**src/rtl/uer_pkg.sv**
```systemverilog
// Shared types and constants for the ultrasonic echo ranger with averaging.
`default_nettype none

package uer_pkg;

	// Widths of the configuration registers, counters and result fields
	localparam int REG_W       = 20;
	localparam int CFG_INDEX_W = 8;
	localparam int COUNT_WIDTH = 16;
	localparam int RUN_W       = 8;
	localparam int AVG_W       = 16;

	// Measurements per run for the long and short modes
	localparam logic [RUN_W-1:0] LONG_RUNS  = RUN_W'(200);
	localparam logic [RUN_W-1:0] SHORT_RUNS = RUN_W'(20);

	// Saturation point of the per-measurement echo counter
	localparam logic [COUNT_WIDTH-1:0] COUNT_MAX = {COUNT_WIDTH{1'b1}};

	// Register indexes on the configuration port
	localparam logic [CFG_INDEX_W-1:0] REG_GAP   = CFG_INDEX_W'(0);
	localparam logic [CFG_INDEX_W-1:0] REG_PULSE = CFG_INDEX_W'(1);

	// Register reset values
	localparam logic [REG_W-1:0] GAP_RESET   = REG_W'(1000);
	localparam logic [REG_W-1:0] PULSE_RESET = REG_W'(10000);

	typedef enum logic [2:0] {
		PH_IDLE,
		PH_GAP,
		PH_PULSE,
		PH_WAIT,
		PH_COUNT
	} phase_t;

	typedef struct packed {
		logic start_req;
		logic calibrate;
		logic echo;
	} in_item_t;

	typedef struct packed {
		logic             trigger;
		logic             busy_res;
		logic             done_res;
		logic [AVG_W-1:0] average;
	} out_item_t;

	typedef struct packed {
		logic [REG_W-1:0] gap_ticks;
		logic [REG_W-1:0] pulse_ticks;
	} cfg_t;

endpackage

`default_nettype wire

```
**src/rtl/uer_core.sv**
```systemverilog
// Measurement sequencer: trigger timing, echo counting and running average.
`default_nettype none

module uer_core (
	input  wire                logic clk,
	input  wire                logic arst_n,
	input  wire                logic step,
	input  uer_pkg::in_item_t  item,
	input  uer_pkg::cfg_t      cfg,
	output uer_pkg::out_item_t result
);
	import uer_pkg::*;

	phase_t                 phase_q, phase_d, cur;
	logic [REG_W-1:0]       timer_q, timer_d, timer_w, timer_inc;
	logic [COUNT_WIDTH-1:0] count_q, count_d, count_w;
	logic [RUN_W-1:0]       runs_q, runs_d, runs_w, runs_inc, run_len;
	logic                   long_q, long_d;
	// Running total of all echo ticks kept as quotient and remainder by the
	// run length; the total stays below 255 * 65535, so no saturation occurs
	// and the quotient always fits the average field.
	logic [AVG_W-1:0]       quo_q, quo_d, quo_w;
	logic [RUN_W-1:0]       rem_q, rem_d, rem_w;
	logic                   rem_wrap;
	logic [AVG_W-1:0]       avg_q, avg_d;
	logic                   trig, done;

	// State registers, advanced once per accepted request
	always_ff @(posedge clk or negedge arst_n) begin
		if (!arst_n) begin
			phase_q <= PH_IDLE;
			timer_q <= '0;
			count_q <= '0;
			runs_q  <= '0;
			long_q  <= 1'b0;
			quo_q   <= '0;
			rem_q   <= '0;
			avg_q   <= '0;
		end else if (step) begin
			phase_q <= phase_d;
			timer_q <= timer_d;
			count_q <= count_d;
			runs_q  <= runs_d;
			long_q  <= long_d;
			quo_q   <= quo_d;
			rem_q   <= rem_d;
			avg_q   <= avg_d;
		end
	end

	// Next state and result for the current request
	always_comb begin
		cur     = phase_q;
		long_d  = long_q;
		timer_w = timer_q;
		count_w = count_q;
		runs_w  = runs_q;
		quo_w   = quo_q;
		rem_w   = rem_q;

		// Start a run: clear the counters and fall into the first gap tick
		if (phase_q == PH_IDLE && item.start_req) begin
			cur     = PH_GAP;
			long_d  = item.calibrate;
			timer_w = '0;
			count_w = '0;
			runs_w  = '0;
			quo_w   = '0;
			rem_w   = '0;
		end

		run_len   = long_d ? LONG_RUNS : SHORT_RUNS;
		timer_inc = timer_w + REG_W'(1);
		runs_inc  = runs_w + RUN_W'(1);
		rem_wrap  = (rem_w == run_len - RUN_W'(1));

		phase_d = cur;
		timer_d = timer_w;
		count_d = count_w;
		runs_d  = runs_w;
		quo_d   = quo_w;
		rem_d   = rem_w;
		avg_d   = avg_q;
		trig    = 1'b0;
		done    = 1'b0;

		unique case (cur)
			PH_IDLE: begin
			end
			PH_GAP: begin
				timer_d = timer_inc;
				if (timer_inc >= cfg.gap_ticks) begin
					timer_d = '0;
					phase_d = PH_PULSE;
				end
			end
			PH_PULSE: begin
				trig    = 1'b1;
				timer_d = timer_inc;
				if (timer_inc >= cfg.pulse_ticks) begin
					timer_d = '0;
					phase_d = PH_WAIT;
				end
			end
			PH_WAIT: begin
				// Wait for echo to rise; the rising tick counts one
				if (item.echo) begin
					count_d = COUNT_WIDTH'(1);
					rem_d   = rem_wrap ? '0 : rem_w + RUN_W'(1);
					quo_d   = rem_wrap ? quo_w + AVG_W'(1) : quo_w;
					phase_d = PH_COUNT;
				end
			end
			PH_COUNT: begin
				if (item.echo) begin
					// Count high ticks, hold at the counter maximum
					if (count_w != COUNT_MAX) begin
						count_d = count_w + COUNT_WIDTH'(1);
						rem_d   = rem_wrap ? '0 : rem_w + RUN_W'(1);
						quo_d   = rem_wrap ? quo_w + AVG_W'(1) : quo_w;
					end
				end else begin
					// Echo fell: close this measurement
					count_d = '0;
					if (runs_inc >= run_len) begin
						avg_d   = quo_w;
						done    = 1'b1;
						runs_d  = '0;
						phase_d = PH_IDLE;
					end else begin
						runs_d  = runs_inc;
						timer_d = '0;
						phase_d = PH_GAP;
					end
				end
			end
			default: begin
				phase_d = PH_IDLE;
			end
		endcase

		result.trigger  = trig;
		result.busy_res = (phase_d != PH_IDLE);
		result.done_res = done;
		result.average  = avg_d;
	end

endmodule

`default_nettype wire

```
**src/rtl/ultrasonic_echo_ranger_avg.sv**
```systemverilog
// Latency: a result is valid in the cycle after its request is accepted.
// Throughput: one request per cycle; the output register is refilled while
// its current result is taken, so only a stalled output holds the input.
// Each request is one echo sample tick, handled in one pass of the sequencer.
// Reset: asynchronous, active low; idle, average 0, gap 1000, pulse 10000.
`default_nettype none

module ultrasonic_echo_ranger_avg (
	input  wire                logic                             clk,
	input  wire                logic                             arst_n,
	input  wire                logic                             in_valid,
	output logic                                                 in_ready,
	input  uer_pkg::in_item_t                                    in_item,
	output logic                                                 out_valid,
	input  wire                logic                             out_ready,
	output uer_pkg::out_item_t                                   out_item,
	input  wire                logic                             cfg_valid,
	output logic                                                 cfg_ready,
	input  wire                logic [uer_pkg::CFG_INDEX_W-1:0]  cfg_index,
	input  wire                logic [uer_pkg::REG_W-1:0]        cfg_data
);
	import uer_pkg::*;

	cfg_t      cfg_q;
	out_item_t out_item_q;
	out_item_t result;
	logic      out_valid_q;
	logic      step;

	// Configuration writes are always taken; unknown indexes are dropped
	assign cfg_ready = 1'b1;

	always_ff @(posedge clk or negedge arst_n) begin
		if (!arst_n) begin
			cfg_q.gap_ticks   <= GAP_RESET;
			cfg_q.pulse_ticks <= PULSE_RESET;
		end else if (cfg_valid) begin
			unique case (cfg_index)
				REG_GAP:   cfg_q.gap_ticks   <= cfg_data;
				REG_PULSE: cfg_q.pulse_ticks <= cfg_data;
				default: begin
				end
			endcase
		end
	end

	// Accept a request whenever the output register is free or draining
	assign in_ready = !out_valid_q || out_ready;
	assign step     = in_valid && in_ready;

	uer_core u_core (
		.clk    (clk),
		.arst_n (arst_n),
		.step   (step),
		.item   (in_item),
		.cfg    (cfg_q),
		.result (result)
	);

	// Output register: load on accept, drop valid once taken
	always_ff @(posedge clk or negedge arst_n) begin
		if (!arst_n) begin
			out_valid_q <= 1'b0;
		end else if (step) begin
			out_valid_q <= 1'b1;
		end else if (out_ready) begin
			out_valid_q <= 1'b0;
		end
	end

	always_ff @(posedge clk) begin
		if (step) begin
			out_item_q <= result;
		end
	end

	assign out_valid = out_valid_q;
	assign out_item  = out_item_q;

`ifndef SYNTHESIS
	a_accept_gives_result: assert property (@(posedge clk) disable iff (!arst_n)
		step |=> out_valid)
		else $error("accepted request produced no result");

	a_done_ends_run: assert property (@(posedge clk) disable iff (!arst_n)
		out_valid && out_item.done_res |-> !out_item.busy_res)
		else $error("done reported while still busy");

	a_trigger_in_run: assert property (@(posedge clk) disable iff (!arst_n)
		out_valid && out_item.trigger |-> out_item.busy_res)
		else $error("trigger driven outside a run");
`endif

endmodule

`default_nettype wire

```
**config.mk**
```make
export PLATFORM = sky130hd
export DESIGN_NAME = ultrasonic_echo_ranger_avg
export DESIGN_NICKNAME = d
export VERILOG_FILES = /design/src/rtl/uer_pkg.sv /design/src/rtl/uer_core.sv /design/src/rtl/ultrasonic_echo_ranger_avg.sv
export SDC_FILE = /design/constraint.sdc
export NUM_CORES = 1
export LEC_CHECK = 0
export BUFFER_PORTS_ARGS = -buffer_cell sky130_fd_sc_hd__buf_2
export CAP_MARGIN = 5
export CORE_ASPECT_RATIO = 1.5
export CORE_MARGIN = 3
export CORE_UTILIZATION = 38
export DETAILED_ROUTE_END_ITERATION = 7
export PLACE_DENSITY = 0.6
export SETUP_SLACK_MARGIN = 0.1
export SLEW_MARGIN = 10
export SYNTH_ARGS = -nofsm -noshare
export SYNTH_HDL_FRONTEND = slang
export SYNTH_SLANG_ARGS = --single-unit
```
**constraint.sdc**
```tcl
create_clock -name clk -period 4.8 [get_ports clk]
set_input_delay 0 -clock clk [delete_from_list [all_inputs] [get_ports clk]]
set_output_delay 0 -clock clk [all_outputs]
set_load 0.03 [all_outputs]
```
# Yosys cells after proc, flatten, opt, wreduce, memory -nomap -nowiden

Index checks and enable logic that the tools add are counted.

Logic and storage cells: 87
Output and inout bits: 22
Register bits after elaboration: 148

Equal/unequal tests: 7
Reductions and logical operators: 12
Muxes and demuxes: 43
$add $sub $neg: 6
$lt $le $gt $ge: 3
Bitwise gates (word level): 1

Operators with widths:

| cell                    | number |
|---|---|
| $mux W16                | 12 |
| $mux W20                | 5 |
| $mux W8                 | 10 |
| $pmux W16 S2            | 2 |
| $pmux W20 S3            | 1 |
| $ge A20 B20 Y1          | 2 |
| $add A16 B1 Y16 const B | 2 |
| $add A20 B1 Y20 const B | 1 |
| $add A8 B1 Y8 const B   | 2 |
| $ne A16 B16 Y1 const B  | 1 |
| $pmux W8 S2             | 1 |
| $mux W3                 | 5 |
| $pmux W3 S5             | 1 |
| $eq A8 B1 Y1 const B    | 1 |
| $eq A8 B8 Y1            | 1 |
| $ge A8 B8 Y1            | 1 |
| $logic_not A8 Y1        | 1 |
| $sub A8 B1 Y8 const B   | 1 |
| $eq A3 B2 Y1 const B    | 2 |
| $logic_not A3 Y1        | 2 |
| $mux W1                 | 6 |
| $reduce_and A2 Y1       | 2 |
| $eq A3 B1 Y1 const B    | 1 |
| $eq A3 B3 Y1 const B    | 1 |
| 7 further kinds         | 8 |

# Depth between registers and ports, before layout

Gate-level depths: netlist of run 1.

Depth in word-level cells: 10
Mapped depth: 20
Mapped depth without buffers: 15

# Cells and area by module

A second synthesis of run 1 with hierarchy kept.

Cells, all modules: 937
Area total of the unflattened synthesis: 8829.7 um^2

Modules (own cells, without submodules):

| module                     | area an instance (um^2) | cells each | sequential area each (um^2) | instances |
|---|---|---|---|---|
| uer_core                   | 6593.8                  | 823        | 2202.1                      | 1 |
| ultrasonic_echo_ranger_avg | 2235.9                  | 114        | 1610.3                      | 1 |

# Worst setup path before layout of run 1

No wires, ideal clock.

Path type: register -> register
Start point: register u_core.phase_q[2]
End point: register u_core.timer_q[13]
Data required time: 4678 ps
Period minus slack after synthesis: 4537 ps
Stages on the path, launching flop included: 21
Data arrival time: 4415 ps
Slack: 263 ps
Path buffers: 5
Path through: dfrtp_1 > or4b_1 > clkbuf_1 > clkbuf_1 > clkbuf_1 > and2_1 > ha_1 > and3_1 > clkbuf_1 > nand4_1 > xor2_1 > nor2_1 > ha_1 > nand2_1 > nor2_1 > or4b_2 > a31oi_1 > or3_1 > o21ai_0 > clkbuf_1 > a32o_1

Longest elaborated chain between the ends: 8
Elaborated cells between the ends (all ways): 20
Those cells by class: 2 x add/sub; 3 x order compare; 3 x eq/ne; 10 x mux; 2 x reduce/logical

Ends and longest elaborated chain:

| what                                                    | RTL line       | RTL |
|---|---|---|
| start, declared                                         | uer_core.sv:14 | `phase_t phase_q, phase_d, cur;` |
| start signal, assigned                                  | uer_core.sv:40 | `phase_q <= phase_d;` |
| branches (longest 7 deep; another with $add A20 B1 Y20) | -              |  |
| $pmux W20 S3 *                                          | uer_core.sv:87 | `unique case (cur)` |
| end signal, assigned                                    | uer_core.sv:41 | `timer_q <= timer_d;` |
| end, declared                                           | uer_core.sv:15 | `logic [REG_W-1:0] timer_q, timer_d, timer_w, timer_inc;` |

Every way passes the cells marked *.
A chain may end at the register's enable or synchronous reset.

# Worst setup path in the final report of run 1

Start point: register u_core.phase_q[1]
End point: register u_core.timer_q[5]

The elaborated chain is that of the path after synthesis.

==> reports/results.ini, run 1 <==
[run_status]
status=finished, final reports clean

[clock_tree]
cts_buffer_depth=2
htree_num_levels=4
clk_pin_slew_ns=0.06
cts_tree=yes
cts_root_buf=clkbuf_16
cts_inserted_buffers=17
insertion_delay_ns=0.43
clock_sinks=148
cts_setup_buffers=0

[sta]
rsz0062_at_grt=no
max_slew_margin_pct=32.47
setup_viol_count_final=0
fin_hold_ws_ns=0.09345
slew_viol_final=0
final.setup_skew_ns=0.008321
fin_crit_sh_pct=88.32
period_needed_ns=4.239
worst_pin_slew_ns=1.010
hold_viol_final=0
fin_setup_tns_ns=0
fmax_ghz=0.2359

[layout]
final_area_um2=10000
finalNetCount=1096
layout-drive-gt1-share_pct=15.07
layout-area-overhead-vs-synth_pct=16.92
n_antenna_cell=0
instances_no_fill=1294

[die]
die_area_um2=24380
ios=58
start_util_pct=39.09
die_h_um=189.7
rows=66
die_x_um=128.5
core-area_um2=21880

[logic_synthesis]
synth-adder-area-share_pct=7.461
ys_types=70
synth_top_area_share_pct=34.52
netlist_top_cells_count=nand2_1 (144), dfrtp_1 (118), o21ai_0 (104)
synth.avg_cell_area_um2=9.089
async_reset_ff_share_pct=87.16
synthSimpleGateAreaFrac_pct=18.58
syn_area_um2=8553
yosysTopAreaCell=dfrtp_1
ys_ff_latch=148
synth_compound_area_share_pct=19.38
synth_nets=1028
yosysSeqAreaShare_pct=44.57
synth_edf_count=19
ys_top_cells_by_area=dfrtp_1 (35%), ha_1 (7.5%), edfxtp_1 (6.7%), nand2_1 (6.3%), o21ai_0 (6.1%)
synth_top_family_by_area=compound AO/OA/AOI/OAI gates
ys.flop_type=dfrtp_1
yosysMostFrequentCell=nand2_1
synthXorXnorAreaFrac_pct=2.048
yosys_warnings=0
synthCells=941
synth_mux_area_share_pct=3.130

[placed_design]
portBuffers=56
placed_cell_area_um2=9128
placed_cells_incl_taps=1238
gp_congestion=0.8182
hpwl_mm=13.70

[power_and_ir_drop]
total_power_mw=3.305
p_per_area_nw_per_um2=330.5
ir_drop_uv=239.7
power_leakage_nw=4.340

[grt]
grt_max_degree=94
grt-ovfl-total=0
grt_pass1_vias=6997
grt_use_total_pct=16.85
antenna_found_initial=0
grt_pass1_wl_mm=33.87

[worst_setup_path]
critPathSlowestCell=or4b_2
r2r_end=u_core.timer_q[5]$_DFFE_PN0P_
r2r-start=u_core.phase_q[1]$_DFFE_PN0P_
crit_type=reg2reg
crit_chain=or4b_1, and2_1, ha_1, and3_2, nand4_1, xor2_1, nor2_1, ha_1, nand2_1, nor2_1, or4b_2, a31oi_1, or3_1, o21ai_1, buf_4, a32o_1
crit_start=u_core.phase_q[1]$_DFFE_PN0P_
slowest_delay_ns=0.59
endpoint_kind=flip-flop
cp.required_ns=5.11
cp_max_fo=20
startpoint_type=flip-flop
cp_num_cells=16
critPathCapture=u_core.timer_q[5]$_DFFE_PN0P_
crit_arrival_ns=4.55
crit_buf_inv=1
r2r_slack_ns=0.56
r2r_cells=16
crit_family=simple AND/OR/NAND/NOR gates

[route]
drt_iter0_drc=443
wl_per_cell_um=15.35
routed_wirelength_mm=19.86
drc=0
viasPerCell=5.473
num_vias=7082
ant_nets=0
drt-pass1-iter-count=5

[worst_hold_path]
hold_path.startpoint=in_item[1]
hold_path_class=in2reg

[run]
drv_cap=0

==> flip-flops by register name, summed over array words and instances (netlist names) <==
| name | count |
|---|---|
| u_core.phase_q | 3 |
| u_core.long_q | 1 |
| out_valid | 1 |
| u_core.avg_q | 16 |
| u_core.count_q | 16 |
| out_item | 19 |
| u_core.timer_q | 20 |
| cfg_q | 40 |
| u_core.rem_q | 8 |
| u_core.runs_q | 8 |
| u_core.quo_q | 16 |
==> cells in the final DEF (no fill, tap or decap), drive strengths merged, types with 4 or more instances in the layout <==
cell           n
nand2        144
dfrtp        118
o21ai        109
buf           74
nor2          64
inv           60
ha            51
a21oi         45
nand3         29
dlygate4sd3   24
mux2          22
nand4         21
a32o          19
edfxtp        19
clkbuf        19
o31ai         17
xor2          16
and2          16
a31oi         12
dfstp         11
a22o          10
or3            9
and3           9
nor4           9
nor3           8
o21a           6
nand2b         5
o211ai         5
or2            4
xnor2          4
nor2b          4
o41ai          4
clkinv         4
bufinv         4
or4b           4
==> metrics by stage <==
stage          utilization, %  setup WS [ns]
2_1_floorplan               -         0.2633
3_3_place_gp            41.71         0.6063
3_5_place_dp            41.71         0.5858
4_1_cts                 45.69         0.5416
5_1_grt                 45.70         0.1863
6_report                45.70         0.5605
==> area by class of cell <==
type / count / area (um2)
clock buffer: 19 / 432.9
clock inverter: 13 / 197.7
fill: 2084 / 11880
inverter: 56 / 210.2
multi-input combinational: 688 / 4345
sequential: 148 / 3812
tap: 272 / 340.3
timing repair buffer: 98 / 661.9
==> timing repair <==
| action | CTS | global route |
|---|---|---|
| endpoints found under the setup margin | 0 | 18 |
| hold buffers | 24 | 0 |
| endpoints found under the hold margin | 123 | 0 |
| resized for setup | 0 | 2 |
==> cells by family after synthesis <==
kind of cell / count (synthesis)
AND/OR/NAND/NOR: 336
buffers and inverters: 105
AO/OA/AOI/OAI: 256
XOR/XNOR: 20
flip-flops: 148
adder cells (fa/ha/maj): 51
other: 1
multiplexers: 24
==> report_power, final <==
| part | leakage, nW | total, mW | switching (mW) | internal [mW] |
|---|---|---|---|---|
| clock network | 0.303 | 1.44 | 0.558 | 0.880 |
| logic | 2.19 | 0.473 | 0.277 | 0.196 |
| registers | 1.85 | 1.39 | 0.0543 | 1.34 |
| total | 4.34 | 3.30 | 0.889 | 2.42 |
==> worst reg2reg max path, stage by stage, from the launching register on <==
cell     delay (ns)
dfrtp_1        0.41
or4b_1         0.51
and2_1         0.18
ha_1           0.27
and3_2         0.26
nand4_1        0.12
xor2_1         0.16
nor2_1         0.09
ha_1           0.31
nand2_1        0.06
nor2_1         0.11
or4b_2         0.59
a31oi_1        0.30
or3_1          0.18
o21ai_1        0.06
buf_4          0.23
a32o_1         0.29
==> worst min path at each step <==
stage	to	slack, ns	depth (start not counted)
after global routing	cfg_q[27]$_DFFE_PN1P_	0.14	5
after floorplan	cfg_q[0]$_DFFE_PN0P_	-0.30	0
after global placement	cfg_q[16]$_DFFE_PN0P_	0.16	1
after detailed placement	cfg_q[16]$_DFFE_PN0P_	0.16	1
after CTS	cfg_q[26]$_DFFE_PN1P_	0.1	5
final	u_core.long_q$_DFFE_PN0P_	0.09	3
==> routing by layer <==
layer  track usage [%]  part of all wire, %
met1             20.87                   44
met2             29.87                   51
met3             2.725                  3.1
met4             5.174                  1.8
met5                 0                    0
No activity file was read; power rests on OpenSTA's default activity.
==> run 2: changes to the inputs <==
Settings changed: GPL_ROUTABILITY_DRIVEN set to 1, PLACE_DENSITY 0.6 to 0.63.
==> run 2 against run 1 <==
Against the previous run:
- worst setup slack better by 0.013 ns
- critical path type unchanged
- fmax up 0.31%
- non-clock buffer count unchanged
- highest routed layer unchanged
- combinational power down 2%
- final cell count unchanged
- clock-buffer cell count up 2
- routed wire length down 0.50%
- sequential share of layout area up 0.13 points
- sequential power about the same
- critical endpoint is now u_core.timer_q[13]$_DFFE_PN0P_
- register-to-register slack about the same
- die area unchanged
==> reports/results.ini, run 2 (synthesis gave the netlist of run 1 again) <==
[sta]
worst_pin_slew_ns=1.021  ; +0.01079 ns
fmax_ghz=0.2366  ; +0.31%
period_needed_ns=4.226  ; -0.01330 ns
slew_viol_final=0  ; unchanged
fin_crit_sh_pct=88.05  ; -0.28 points
fin_setup_tns_ns=0  ; unchanged
final.setup_skew_ns=0.01026  ; +0.001940 ns
setup_viol_count_final=0  ; unchanged
max_slew_margin_pct=31.75  ; -0.72 points
rsz0062_at_grt=no
hold_viol_final=0  ; unchanged

[grt]
grt_pass1_wl_mm=33.91  ; +0.12%
antenna_found_initial=0  ; unchanged
grt_max_degree=74  ; -21%
grt_use_total_pct=16.88  ; +0.029 points
grt-ovfl-total=0  ; unchanged
grt_pass1_vias=7022  ; +0.36%

[die]
ios=58  ; unchanged
die_x_um=128.5  ; unchanged
rows=66  ; unchanged
die_area_um2=24380  ; unchanged
start_util_pct=39.09  ; unchanged
core-area_um2=21880  ; unchanged
die_h_um=189.7  ; unchanged

[layout]
largest_reg_flops=40  ; unchanged
seqCellArea_um2=3812  ; unchanged
regMostFlops=cfg_q
final_cell_mix=nand2_1 (144), dfrtp_1 (118), o21ai_0 (103)
layout-drive-gt1-share_pct=15.07  ; unchanged
final_area_um2=9967  ; -0.34%
finalNetCount=1096  ; unchanged
final_common_cell=nand2_1
multi_input_area_um2=4345  ; unchanged
nFillCells=2073  ; -0.53%
layout-area-overhead-vs-synth_pct=16.53
n_antenna_cell=0  ; unchanged

[worst_setup_path]
cp_max_fo=20  ; unchanged
critPathSlowestCell=or4b_2
crit_family=simple AND/OR/NAND/NOR gates
crit_type=reg2reg
crit_buf_inv=1  ; unchanged
endpoint_kind=flip-flop
slowest_delay_ns=0.59  ; about the same
cp.required_ns=5.11  ; about the same
startpoint_type=flip-flop
crit_chain=or4b_1, and2_1, ha_1, and3_2, nand4_1, xor2_1, nor2_1, ha_1, nand2_1, nor2_1, or4b_2, a31oi_1, or3_1, o21ai_1, buf_4, a32o_1
crit_arrival_ns=4.54  ; about the same

[clock_tree]
clock_sinks=148  ; unchanged
insertion_delay_ns=0.43  ; about the same
cts_buffer_depth=2  ; unchanged
cts_tree=yes
cts_root_buf=clkbuf_16
htree_num_levels=4  ; unchanged
cts_inserted_buffers=17  ; unchanged
clk_pin_slew_ns=0.06  ; about the same

[route]
routed_wirelength_mm=19.76  ; -0.50%
wl_per_cell_um=15.27  ; -0.50%
drt_iter0_drc=507  ; +14%
ant_nets=0  ; unchanged
viasPerCell=5.519  ; +0.85%
drt-pass1-iter-count=6  ; +1
num_vias=7142  ; +0.85%
drc=0  ; unchanged

[power_and_ir_drop]
p_per_area_nw_per_um2=321.9  ; -2.6%
ir_drop_uv=277.7  ; +16%
power_leakage_nw=4.319  ; -0.49%

[worst_hold_path]
hold_path_class=in2reg

[run]
drv_cap=0  ; unchanged

[run_status]
status=finished, final reports clean

[placed_design]
hpwl_mm=13.58  ; -0.90%
gp_congestion=0.8211  ; +0.35%
placed_cell_area_um2=9128  ; unchanged
portBuffers=56  ; unchanged

## run 2: timing repair
| action | 4_1_cts | 5_1_grt |
|---|---|---|
| resized for setup | 0 | 2 |
| hold endpoints to repair | 107 | 0 |
| setup endpoints to repair | 0 | 20 |
| hold buffers | 24 | 0 |
| buffers inserted | 0 | 0 |
## run 2: worst register-to-register path, delay by kind of cell (launching register included)
family / cells / cell delay (ns)
AOI/OAI and AO/OA: 3 / 0.65
and+or+nand+nor: 9 / 2.13
adders and majority gates: 2 / 0.59
xor gates and xnor gates: 1 / 0.15
buffers and inverters: 1 / 0.23
DFF: 1 / 0.37
## run 2: final cells by class
| class | count | area share [%] |
|---|---|---|
| clock inverters | 11 | 1.142 |
| multi-input cells | 688 | 43.60 |
| clock buffers | 21 | 4.846 |
| flip-flops and latches | 148 | 38.25 |
| well taps | 272 | 3.415 |
| repair buffers | 98 | 6.641 |
| inverters | 56 | 2.109 |
## run 2: per-stage QoR
step	hold WS, ns	util (%)	power [mW]	cells	worst slack, ns
after detailed placement	0.05908	41.71	1.873	1238	0.5191
after CTS	0.07613	45.53	3.249	1294	0.4900
after global placement	0.05995	41.71	1.859	1238	0.6292
after global routing	0.1044	45.55	3.378	1294	0.1710
after floorplan	-0.2956	-	1.716	941	0.2633
final	0.1015	45.55	3.208	1294	0.5738
## run 2: worst paths after layout
path	from	endpoint	slack [ns]	depth (start not counted)
setup / recovery	u_core.phase_q[2]$_DFFE_PN0P_	u_core.timer_q[13]$_DFFE_PN0P_	0.57	16
setup reg to reg	u_core.phase_q[2]$_DFFE_PN0P_	u_core.timer_q[13]$_DFFE_PN0P_	0.57	16
min in group asynchronous	arst_n	cfg_q[16]$_DFFE_PN0P_	0.13	2
hold / removal	cfg_index[0]	cfg_q[29]$_DFFE_PN1P_	0.10	5
hold reg to reg	u_core.avg_q[7]$_DFFE_PN0P_	u_core.avg_q[7]$_DFFE_PN0P_	0.48	2
max in group asynchronous	arst_n	u_core.avg_q[1]$_DFFE_PN0P_	3.45	3
## run 2: routing by layer
| layer | part of all wire, % | GRT usage (%) | up-vias |
|---|---|---|---|
| li1 | - | - | 3534 |
| met1 | 44 | 20.75 | 3385 |
| met2 | 51 | 29.79 | 194 |
| met3 | 3.8 | 2.640 | 29 |
| met4 | 1.7 | 5.901 | 0 |
| met5 | 0 | 0 | - |
## run 2: report_power, final
part           internal, mW  leakage [nW]  total [mW]  switching, mW
registers              1.34          1.85        1.39         0.0525
logic                 0.196          2.19       0.465          0.269
clock network         0.785         0.282        1.35          0.566
total                  2.32          4.32        3.21          0.888
